[src/hw/rtl/nis_pkg.sv]
// Shared types and constants of the number and identifier scanner.
// No dependencies; used by every module of the scanner but nis_queue.

package nis_pkg;

  // identifier length limit after reset
  localparam logic [7:0] MAX_LEN_RST = 8'd32;

  // token kind codes
  localparam logic [1:0] KIND_NONE  = 2'd0;
  localparam logic [1:0] KIND_NUM   = 2'd1;
  localparam logic [1:0] KIND_IDENT = 2'd2;

  // character codes the scanner looks for
  localparam logic [7:0] CH_HASH   = 8'h23;
  localparam logic [7:0] CH_DOLLAR = 8'h24;
  localparam logic [7:0] CH_ZERO   = 8'h30;
  localparam logic [7:0] CH_X      = 8'h78;
  localparam logic [7:0] CH_UNDER  = 8'h5F;
  localparam logic [7:0] CH_SPACE  = 8'h20;
  localparam logic [7:0] CH_TAB    = 8'h09;
  localparam logic [7:0] CH_LF     = 8'h0A;
  localparam logic [7:0] CH_CR     = 8'h0D;

  // scanner phases, one-hot
  typedef enum logic [12:0] {
    S_IDLE   = 13'b0_0000_0000_0001,
    S_NSTART = 13'b0_0000_0000_0010,
    S_NPFX   = 13'b0_0000_0000_0100,
    S_NPFX0  = 13'b0_0000_0000_1000,
    S_NZERO  = 13'b0_0000_0001_0000,
    S_HEXW   = 13'b0_0000_0010_0000,
    S_HEXD   = 13'b0_0000_0100_0000,
    S_OCTW   = 13'b0_0000_1000_0000,
    S_OCTD   = 13'b0_0001_0000_0000,
    S_DECW   = 13'b0_0010_0000_0000,
    S_DECD   = 13'b0_0100_0000_0000,
    S_IDW    = 13'b0_1000_0000_0000,
    S_IDD    = 13'b1_0000_0000_0000
  } phase_t;

  // one input transaction
  typedef struct packed {
    logic       action;
    logic [7:0] ch;
    logic       end_of_text;
  } in_item_t;

  // one result transaction
  typedef struct packed {
    logic        taken;
    logic        done_res;
    logic [1:0]  kind;
    logic [31:0] value;
    logic        ident_char_valid;
    logic [7:0]  ident_char;
    logic [7:0]  ident_length;
  } result_t;

  // character after classification by the front end
  typedef struct packed {
    logic       action;
    logic       end_of_text;
    logic [7:0] ch;
    logic       is_space;
    logic       is_letus;    // letter or underscore
    logic       is_dec;
    logic       is_oct;
    logic       is_hex;
    logic [3:0] dval;        // digit value when is_hex
    logic       is_hd;       // hash or dollar prefix
    logic       is_zero;
    logic       is_x;
  } cls_item_t;

endpackage

[src/hw/rtl/nis_queue.sv]
// Small register queue used between the scanner stages and at the result side.
// No package dependency; width and depth come from parameters.

module nis_queue #(
  parameter int WIDTH = 8,
  parameter int DEPTH = 2
) (
  input  logic             clk,
  input  logic             rst_n,
  input  logic             push,
  input  logic [WIDTH-1:0] wdata,
  output logic             full,
  input  logic             pop,
  output logic [WIDTH-1:0] rdata,
  output logic             empty
);

  localparam int PW = (DEPTH > 1) ? $clog2(DEPTH) : 1;
  localparam int CW = $clog2(DEPTH + 1);

  logic [WIDTH-1:0] mem_r [DEPTH];
  logic [PW-1:0]    wr_ptr_r, rd_ptr_r;
  logic [CW-1:0]    count_r;
  logic             do_push, do_pop;

  assign full    = (count_r == CW'(DEPTH));
  assign empty   = (count_r == '0);
  assign do_push = push && !full;
  assign do_pop  = pop && !empty;
  assign rdata   = mem_r[rd_ptr_r];

  // storage
  always_ff @(posedge clk) begin
    if (do_push) begin
      mem_r[wr_ptr_r] <= wdata;
    end
  end

  // pointers and fill count
  always_ff @(posedge clk) begin
    if (!rst_n) begin
      wr_ptr_r <= '0;
      rd_ptr_r <= '0;
      count_r  <= '0;
    end else begin
      if (do_push) begin
        wr_ptr_r <= (wr_ptr_r == PW'(DEPTH - 1)) ? '0 : wr_ptr_r + 1'b1;
      end
      if (do_pop) begin
        rd_ptr_r <= (rd_ptr_r == PW'(DEPTH - 1)) ? '0 : rd_ptr_r + 1'b1;
      end
      if (do_push && !do_pop) begin
        count_r <= count_r + 1'b1;
      end else if (do_pop && !do_push) begin
        count_r <= count_r - 1'b1;
      end
    end
  end

endmodule

[src/hw/rtl/nis_front.sv]
// Front end of the scanner: accepts characters and classifies them.
// Depends on nis_pkg for the item types and character codes.

module nis_front (
  input  nis_pkg::in_item_t  item,
  output nis_pkg::cls_item_t cls
);

  logic [7:0] c;
  logic       lower_af, upper_af;

  assign c = item.ch;

  // hex letters a-f and A-F
  assign lower_af = (c >= 8'h61) && (c <= 8'h66);
  assign upper_af = (c >= 8'h41) && (c <= 8'h46);

  // character classes
  always_comb begin
    cls.action      = item.action;
    cls.end_of_text = item.end_of_text;
    cls.ch          = c;
    cls.is_space    = (c == nis_pkg::CH_SPACE) || (c == nis_pkg::CH_TAB) ||
                      (c == nis_pkg::CH_LF) || (c == nis_pkg::CH_CR);
    cls.is_letus    = ((c >= 8'h61) && (c <= 8'h7A)) || ((c >= 8'h41) && (c <= 8'h5A)) ||
                      (c == nis_pkg::CH_UNDER);
    cls.is_dec      = (c >= 8'h30) && (c <= 8'h39);
    cls.is_oct      = (c >= 8'h30) && (c <= 8'h37);
    cls.is_hex      = cls.is_dec || lower_af || upper_af;
    cls.dval        = cls.is_dec ? c[3:0] : c[3:0] + 4'd9;
    cls.is_hd       = (c == nis_pkg::CH_HASH) || (c == nis_pkg::CH_DOLLAR);
    cls.is_zero     = (c == nis_pkg::CH_ZERO);
    cls.is_x        = (c == nis_pkg::CH_X);
  end

endmodule

[src/hw/rtl/nis_back.sv]
// Back end of the scanner: phase machine, number accumulator, identifier count.
// Depends on nis_pkg for the phase enum, item types and kind codes.

module nis_back #(
  parameter int VALUE_BITS = 32
) (
  input  logic               clk,
  input  logic               rst_n,
  input  logic               cfg_we,
  input  logic [7:0]         cfg_wdata,
  input  logic               fire,
  input  nis_pkg::cls_item_t cls,
  output nis_pkg::result_t   res
);

  nis_pkg::phase_t       state_r, state_nxt, ph, wp;
  logic [VALUE_BITS-1:0] acc_r, acc_nxt, acc_base, acc_new, acc_sh;
  logic [7:0]            cnt_r, cnt_nxt, cnt_base, cnt_new;
  logic [7:0]            max_len_r;
  logic                  taken, done, store, run, is_ident;
  logic                  num, dig_ok, waiting;
  nis_pkg::phase_t       dig_ph;
  logic [31:0]           acc_out;

  // state at the start of this transaction, a new scan when idle
  always_comb begin
    if (state_r == nis_pkg::S_IDLE) begin
      ph       = cls.action ? nis_pkg::S_IDW : nis_pkg::S_NSTART;
      acc_base = '0;
      cnt_base = '0;
    end else begin
      ph       = state_r;
      acc_base = acc_r;
      cnt_base = cnt_r;
    end
  end

  assign is_ident = (ph == nis_pkg::S_IDW) || (ph == nis_pkg::S_IDD);

  // phase step for one character
  always_comb begin
    taken     = 1'b0;
    done      = 1'b0;
    store     = 1'b0;
    run       = 1'b0;
    wp        = ph;
    state_nxt = ph;
    acc_new   = acc_base;
    cnt_new   = cnt_base;
    num       = 1'b0;
    dig_ok    = 1'b0;
    waiting   = 1'b0;
    dig_ph    = ph;
    acc_sh    = acc_base;

    if (cls.end_of_text) begin
      done = 1'b1;
    end else begin
      // prefix handling and identifier wait, falls through to digit or identifier work
      unique case (ph) inside
        nis_pkg::S_NSTART: begin
          if (cls.is_hd) begin
            state_nxt = nis_pkg::S_NPFX;
            taken     = 1'b1;
          end else if (cls.is_zero) begin
            state_nxt = nis_pkg::S_NZERO;
            taken     = 1'b1;
          end else begin
            wp  = nis_pkg::S_DECW;
            run = 1'b1;
          end
        end
        nis_pkg::S_NPFX: begin
          if (cls.is_zero) begin
            state_nxt = nis_pkg::S_NPFX0;
            taken     = 1'b1;
          end else begin
            wp  = nis_pkg::S_HEXW;
            run = 1'b1;
          end
        end
        nis_pkg::S_NPFX0, nis_pkg::S_NZERO: begin
          if (cls.is_x) begin
            state_nxt = nis_pkg::S_HEXW;
            taken     = 1'b1;
          end else begin
            wp  = (ph == nis_pkg::S_NPFX0) ? nis_pkg::S_HEXW : nis_pkg::S_OCTW;
            run = 1'b1;
          end
        end
        nis_pkg::S_IDW: begin
          if (max_len_r == '0) begin
            done = 1'b1;
          end else if (cls.is_space) begin
            taken = 1'b1;
          end else if (cls.is_letus) begin
            wp  = nis_pkg::S_IDD;
            run = 1'b1;
          end else begin
            done = 1'b1;
          end
        end
        default: begin
          run = 1'b1;
        end
      endcase

      // digit and identifier work
      if (run) begin
        unique case (wp) inside
          nis_pkg::S_HEXW, nis_pkg::S_HEXD: begin
            num     = 1'b1;
            dig_ok  = cls.is_hex;
            waiting = (wp == nis_pkg::S_HEXW);
            dig_ph  = nis_pkg::S_HEXD;
            acc_sh  = acc_base << 4;
          end
          nis_pkg::S_OCTW, nis_pkg::S_OCTD: begin
            num     = 1'b1;
            dig_ok  = cls.is_oct;
            waiting = (wp == nis_pkg::S_OCTW);
            dig_ph  = nis_pkg::S_OCTD;
            acc_sh  = acc_base << 3;
          end
          nis_pkg::S_DECW, nis_pkg::S_DECD: begin
            num     = 1'b1;
            dig_ok  = cls.is_dec;
            waiting = (wp == nis_pkg::S_DECW);
            dig_ph  = nis_pkg::S_DECD;
            acc_sh  = (acc_base << 3) + (acc_base << 1);
          end
          nis_pkg::S_IDD: begin
            if (cnt_base >= max_len_r) begin
              done = 1'b1;
            end else if (cls.is_letus || cls.is_dec) begin
              cnt_new   = cnt_base + 8'd1;
              taken     = 1'b1;
              store     = 1'b1;
              state_nxt = nis_pkg::S_IDD;
              done      = (cnt_base + 8'd1) >= max_len_r;
            end else begin
              done = 1'b1;
            end
          end
          default: begin
            done = 1'b1;
          end
        endcase

        if (num) begin
          if (dig_ok) begin
            acc_new   = acc_sh + {{(VALUE_BITS-4){1'b0}}, cls.dval};
            state_nxt = dig_ph;
            taken     = 1'b1;
          end else if (waiting && cls.is_space) begin
            state_nxt = wp;
            taken     = 1'b1;
          end else begin
            done = 1'b1;
          end
        end
      end
    end

    // a finished scan returns to idle
    if (done) begin
      state_nxt = nis_pkg::S_IDLE;
      acc_nxt   = '0;
      cnt_nxt   = '0;
    end else begin
      acc_nxt = acc_new;
      cnt_nxt = cnt_new;
    end
  end

  // low 32 bits of the accumulator
  generate
    if (VALUE_BITS >= 32) begin : g_wide
      assign acc_out = acc_new[31:0];
    end else begin : g_narrow
      assign acc_out = {{(32-VALUE_BITS){1'b0}}, acc_new};
    end
  endgenerate

  // result transaction
  always_comb begin
    res.taken            = taken;
    res.done_res         = done;
    res.kind             = !done ? nis_pkg::KIND_NONE :
                           !is_ident ? nis_pkg::KIND_NUM :
                           (cnt_new != '0) ? nis_pkg::KIND_IDENT : nis_pkg::KIND_NONE;
    res.value            = is_ident ? '0 : acc_out;
    res.ident_char_valid = store;
    res.ident_char       = store ? cls.ch : '0;
    res.ident_length     = is_ident ? cnt_new : '0;
  end

  // scan state
  always_ff @(posedge clk) begin
    if (!rst_n) begin
      state_r <= nis_pkg::S_IDLE;
      acc_r   <= '0;
      cnt_r   <= '0;
    end else if (fire) begin
      state_r <= state_nxt;
      acc_r   <= acc_nxt;
      cnt_r   <= cnt_nxt;
    end
  end

  // length limit register
  always_ff @(posedge clk) begin
    if (!rst_n) begin
      max_len_r <= nis_pkg::MAX_LEN_RST;
    end else if (cfg_we) begin
      max_len_r <= cfg_wdata;
    end
  end

endmodule

[src/hw/rtl/number_and_identifier_scanner.sv]
// Number and identifier scanner, top level: one character in, one result out per transaction.
// Takes one character per clock while full is low and returns one result per character, in
// order. A character accepted on push is first stored in the classified-character queue, then
// the phase machine writes its result into the result queue, whose head is shown while empty
// is low. Both queues hold two entries, so a new character is taken every cycle as long as
// results are popped; the phase machine updates the accumulator and identifier count for each
// character it takes from the classified-character queue. Nothing needs clearing after reset.
// Depends on nis_pkg, nis_front, nis_queue and nis_back.

module number_and_identifier_scanner #(
  parameter int VALUE_BITS = 32
) (
  input  logic               clk,
  input  logic               rst_n,
  input  logic               push,
  input  nis_pkg::in_item_t  in_data,
  output logic               full,
  output logic               empty,
  input  logic               pop,
  output nis_pkg::result_t   out_data,
  input  logic               cfg_we,
  input  logic [7:0]         cfg_wdata
);

  localparam int CLS_W = $bits(nis_pkg::cls_item_t);
  localparam int RES_W = $bits(nis_pkg::result_t);

  nis_pkg::cls_item_t cls_in, cls_head;
  nis_pkg::result_t   res;
  logic [CLS_W-1:0]   cls_rdata;
  logic [RES_W-1:0]   res_rdata;
  logic               mid_empty, res_full, fire;

  // classify the incoming character
  nis_front u_front (
    .item (in_data),
    .cls  (cls_in)
  );

  // queue between front and back
  nis_queue #(.WIDTH(CLS_W), .DEPTH(2)) u_mid_q (
    .clk   (clk),
    .rst_n (rst_n),
    .push  (push),
    .wdata (cls_in),
    .full  (full),
    .pop   (fire),
    .rdata (cls_rdata),
    .empty (mid_empty)
  );

  assign cls_head = nis_pkg::cls_item_t'(cls_rdata);
  assign fire     = !mid_empty && !res_full;

  // phase machine
  nis_back #(.VALUE_BITS(VALUE_BITS)) u_back (
    .clk       (clk),
    .rst_n     (rst_n),
    .cfg_we    (cfg_we),
    .cfg_wdata (cfg_wdata),
    .fire      (fire),
    .cls       (cls_head),
    .res       (res)
  );

  // result queue
  nis_queue #(.WIDTH(RES_W), .DEPTH(2)) u_res_q (
    .clk   (clk),
    .rst_n (rst_n),
    .push  (fire),
    .wdata (res),
    .full  (res_full),
    .pop   (pop),
    .rdata (res_rdata),
    .empty (empty)
  );

  assign out_data = nis_pkg::result_t'(res_rdata);

endmodule

[config.mk]
export PLATFORM = sky130hd
export DESIGN_NAME = number_and_identifier_scanner
export DESIGN_NICKNAME = d
export VERILOG_FILES = /design/src/hw/rtl/nis_pkg.sv /design/src/hw/rtl/nis_queue.sv /design/src/hw/rtl/nis_front.sv /design/src/hw/rtl/nis_back.sv /design/src/hw/rtl/number_and_identifier_scanner.sv
export SDC_FILE = /design/constraint.sdc
export NUM_CORES = 1
export LEC_CHECK = 0
export ABC_AREA = 1
export CAP_MARGIN = 5
export CORE_MARGIN = 8
export CORE_UTILIZATION = 45
export CTS_BUF_LIST = sky130_fd_sc_hd__clkbuf_8
export CTS_CLUSTER_SIZE = 8
export DETAILED_ROUTE_END_ITERATION = 7
export DONT_BUFFER_PORTS = 1
export GPL_TIMING_DRIVEN = 0
export PLACE_DENSITY = 0.63
export SLEW_MARGIN = 20
export SYNTH_ARGS = -nofsm -noshare
export SYNTH_HDL_FRONTEND = slang
export SYNTH_SLANG_ARGS = --single-unit
[constraint.sdc]
create_clock -name clk -period 4.9 [get_ports clk]
set_input_delay 0.98 -clock clk [delete_from_list [all_inputs] [get_ports clk]]
set_output_delay 0.98 -clock clk [all_outputs]
set_load 0.01 [all_outputs]
==> metrics list <==
* Post-Layout Cell Count: 2337
- The Yosys step of the flow raised 0 warnings.
* Vias/cell: 5.41
- The analysis attributes to cell leakage a power of 6.92 nW.
- The net count of the finished layout is 1987.
- Biggest cell delay along the critical path: 350 ps
- The multi-input combinational cells in the finished layout cover a total of 8040 um2.
- The number of slew-limit violations in the final report came to 0.
* Dpl ws: -1240 ps
* Buffer levels on the longest clock path: 3
- Pin count of the biggest net entering global routing: 24
- Num ports: 78
- The number of global-route vias before repair came to 11869.
* Maximum level of the CTS H-tree: 2
- Transition time at the pin with the least slew margin: 803 ps
- Post-Syn Instances: 1834
* Final Skew: 38.6 ps
- TritonCTS clock tree: yes
* Syn_area_per_cell: 7.84 um2
- In this run the remaining antenna-violating nets after routing total 0.
* Area enclosed by the die boundary: 37900 um2
- Clock-pin slew was measured on the worst setup and hold paths at 60 ps.
* Hold crit path type: flop to flop
- For this run, asynchronously set or reset flops after synthesis account for 0.
* Die height: 195 um
* Routed wire length: 42200 um
* Max Cap Viol: 0
* Top flip-flop cell by instance count after synthesis: sky130_fd_sc_hd__edfxtp_1
- Yosys attributes the largest share of cell area to sky130_fd_sc_hd__edfxtp_1 (31%), sky130_fd_sc_hd__nand2_1 (12%), sky130_fd_sc_hd__dfxtp_1 (9.9%), sky130_fd_sc_hd__nor2_1 (5.1%), sky130_fd_sc_hd__ha_1 (5.0%).
* Remaining routing DRC violations: 0
* Number of antenna diodes: 0
* Average detailed-routed wire length per instance: 18.1 um
- Share of synthesized area occupied by flip-flops and latches: 0.412
* Area share of the leading cell type in the synthesized netlist: 0.313
- Routability-driven placement finished with a final weighted congestion of 0.913.
- TritonCTS created 38 clock buffers.
- Port bufs: 0
- For this run the aggregate overflow at the end of global routing stands at 0.
* Core region area: 31500 um2
- Endpoint type of the worst setup path: flop
- The critical path is of the flop to flop type.
- The cell that appears most often on the critical path is sky130_fd_sc_hd__nand2_1.
- Summing over every cut layer, the via total after detailed routing is 12642.
- On the critical path, the stage with the largest delay is an instance of sky130_fd_sc_hd__ha_4.
- Including well taps, the total number of placed cells is 2240.
- Combined global-route utilization of all metal layers: 0.213
- Maximum fanout along the worst path: 10
- Cell type with the largest total area after synthesis: sky130_fd_sc_hd__edfxtp_1
* DP HPWL: 32600 um
- STA puts the critical path data required time at 5250 ps.
- Area overhead of the layout relative to synthesis: 15.5%
- Summing all flip-flop and latch instances after layout gives 5930 um2.
* Drt first-iter violations: 966
* Worst EP arrival: 5070 ps
* Root cell of the clock tree: sky130_fd_sc_hd__clkbuf_8
- The filler cells instantiated in the layout total 2975.
- Maximum clock frequency: 212 MHz
- Setup violations remaining at the end of the flow were counted as 0.
- After synthesis the netlist holds a flip-flop and latch count of 221.
- The first TritonRoute pass finished after 6 iterations.
- Dividing the final minimum period by the clock period gives 0.964.
- In this run the tightest slew margin relative to its limit is 0.465.
* DIE WIDTH: 195 um
- Minimum clock period after layout: 4720 ps
- Counting distinct cell types in the post-synthesis netlist gives 57.
- Share of post-route cells with drive strength above 1: 0.192
* Number of synthesized flops with an enable pin: 150
- Dividing total power by cell area gives a power density of 672 nW/um2.
- Hold repair after CTS inserted 0 buffers.
* Latest clock arrival within the worst-skew pair: 550 ps
* Status: finished clean
- Final worst setup slack: 178 ps
* Total number of placement rows: 65
- Fin. Hold Viols: 0
- First-pass GRT wire length: 65200 um
- The tree built by TritonCTS fans out to 221 sinks.
- Number of nets in the synthesized netlist: 1916
* Effective utilization at floorplan: 0.457
- Combined area of all synthesized cells: 14400 um2
- The worst-case IR drop observed on VDD is 0.000556 V.
* Antenna violations before repair: 0
- The worst setup path is launched from a flop.
## layout by cell type (no fill, tap or decap), drive strengths merged, types with 24 or more instances in the layout
cell | netlist | layout
o21ai | 88 | 88
a21oi | 146 | 146
edfxtp | 150 | 150
nand2 | 496 | 496
ha | 57 | 57
nand4 | 24 | 24
clkbuf | 32 | 71
nor2 | 228 | 228
xor2 | 32 | 32
nand3 | 115 | 115
mux2 | 53 | 53
buf | 20 | 53
inv | 202 | 216
dfxtp | 71 | 71
## through the flow
stage	power [mW]	TNS (ps)	util	instance area, um2	hold WS [ps]
2_1_floorplan	7.06	0	-	14400	425
3_3_place_gp	8.67	-76620	0.473	14900	435
3_5_place_dp	8.80	-55800	0.477	15000	448
4_1_cts	10.5	-123	0.504	15800	449
5_1_grt	11.9	-613	0.528	16600	480
6_report	11.2	0	0.528	16600	449
## cell usage after synthesis, types with 19 or more instances
cell type and count:
sky130_fd_sc_hd__nor2_1 197, sky130_fd_sc_hd__ha_1 57, sky130_fd_sc_hd__inv_2 20, sky130_fd_sc_hd__a21oi_1 142, sky130_fd_sc_hd__nand2_2 19, sky130_fd_sc_hd__nand2_1 473
sky130_fd_sc_hd__nor3_1 22, sky130_fd_sc_hd__xor2_1 32, sky130_fd_sc_hd__clkbuf_1 32, sky130_fd_sc_hd__o21ai_0 78, sky130_fd_sc_hd__nor2_2 19, sky130_fd_sc_hd__nand4_1 22
sky130_fd_sc_hd__dfxtp_1 71, sky130_fd_sc_hd__mux2_2 53, sky130_fd_sc_hd__edfxtp_1 150, sky130_fd_sc_hd__inv_1 181, sky130_fd_sc_hd__nand3_1 106
## kinds of logic after synthesis
group | share of synthesized area
and+or+nand+nor | 0.283
AOI/OAI and AO/OA | 0.110
buffers and inverters | 0.0738
DFF | 0.412
adders and majority gates | 0.0524
muxes | 0.0422
xor gates and xnor gates | 0.0262
## registers in the layout, indices dropped and copies added (netlist names), named ones only
| signal | cells |
|---|---|
| u_back.max_len_r | 8 |
| u_mid_q.mem_r | 44 |
| u_res_q.count_r | 2 |
| u_mid_q.count_r | 2 |
| u_back.state_r | 13 |
| u_res_q.mem_r | 106 |
| u_mid_q.wr_ptr_r | 1 |
| u_back.acc_r | 32 |
| u_res_q.rd_ptr_r | 1 |
| u_res_q.wr_ptr_r | 1 |
| u_back.cnt_r | 8 |
| u_mid_q.rd_ptr_r | 1 |
## power breakdown
group          internal [mW]  switching (mW)  leakage [nW]
Clock                  0.785           0.757         0.429
Combinational           2.05            4.86          4.49
Sequential              2.57           0.135          2.00
Total                   5.41            5.75          6.92
## area by class of cell
type,count,area share
buffer,52,0.0196
clock buffer,41,0.0340
clock inverter,29,0.00874
inverter,204,0.0473
multi-input combinational,1357,0.484
sequential,221,0.357
tap,402,0.0303
timing repair buffer,31,0.0188
## timing repair
action                                  in CTS  in global routing
resized for setup                           29                138
endpoints found under the setup margin     138                107
buffers inserted                             5                 22
hold endpoints to repair                     0                  0
gates cloned                                 0                  0
pin swaps                                    6                 27
## path summary, 6_finish.rpt
path / to / cells past startpoint / slack, ps / from
worst max-delay path: u_res_q.mem_r[1][48] / 30 / 180 / u_back.state_r[4]
worst min-delay path: flop / 1 / 450 / u_mid_q.rd_ptr_r
worst max register to register: u_res_q.mem_r[1][48] / 30 / 180 / u_back.state_r[4]
worst min register to register: flop / 1 / 450 / u_mid_q.rd_ptr_r
## critical path, delay by kind of cell, from the launching register on
| kind | cells | cell delay, ps |
|---|---|---|
| compound gates | 4 | 640 |
| xor+xnor | 1 | 200 |
| fa+ha+maj | 1 | 350 |
| buf+inv | 4 | 720 |
| flops | 1 | 300 |
| simple gates | 20 | 2300 |
## layer usage
| layer | global-route usage | wire, um | part of all wire | up-vias |
|---|---|---|---|---|
| li1 | - | - | - | 6268 |
| met1 | 0.302 | 19800 | 0.47 | 5924 |
| met2 | 0.338 | 18900 | 0.45 | 396 |
| met3 | 0.0299 | 2570 | 0.061 | 54 |
| met4 | 0.0536 | 837 | 0.020 | 0 |
| met5 | 0 | 0 | 0 | - |
Power figures use the tool's default switching activity.
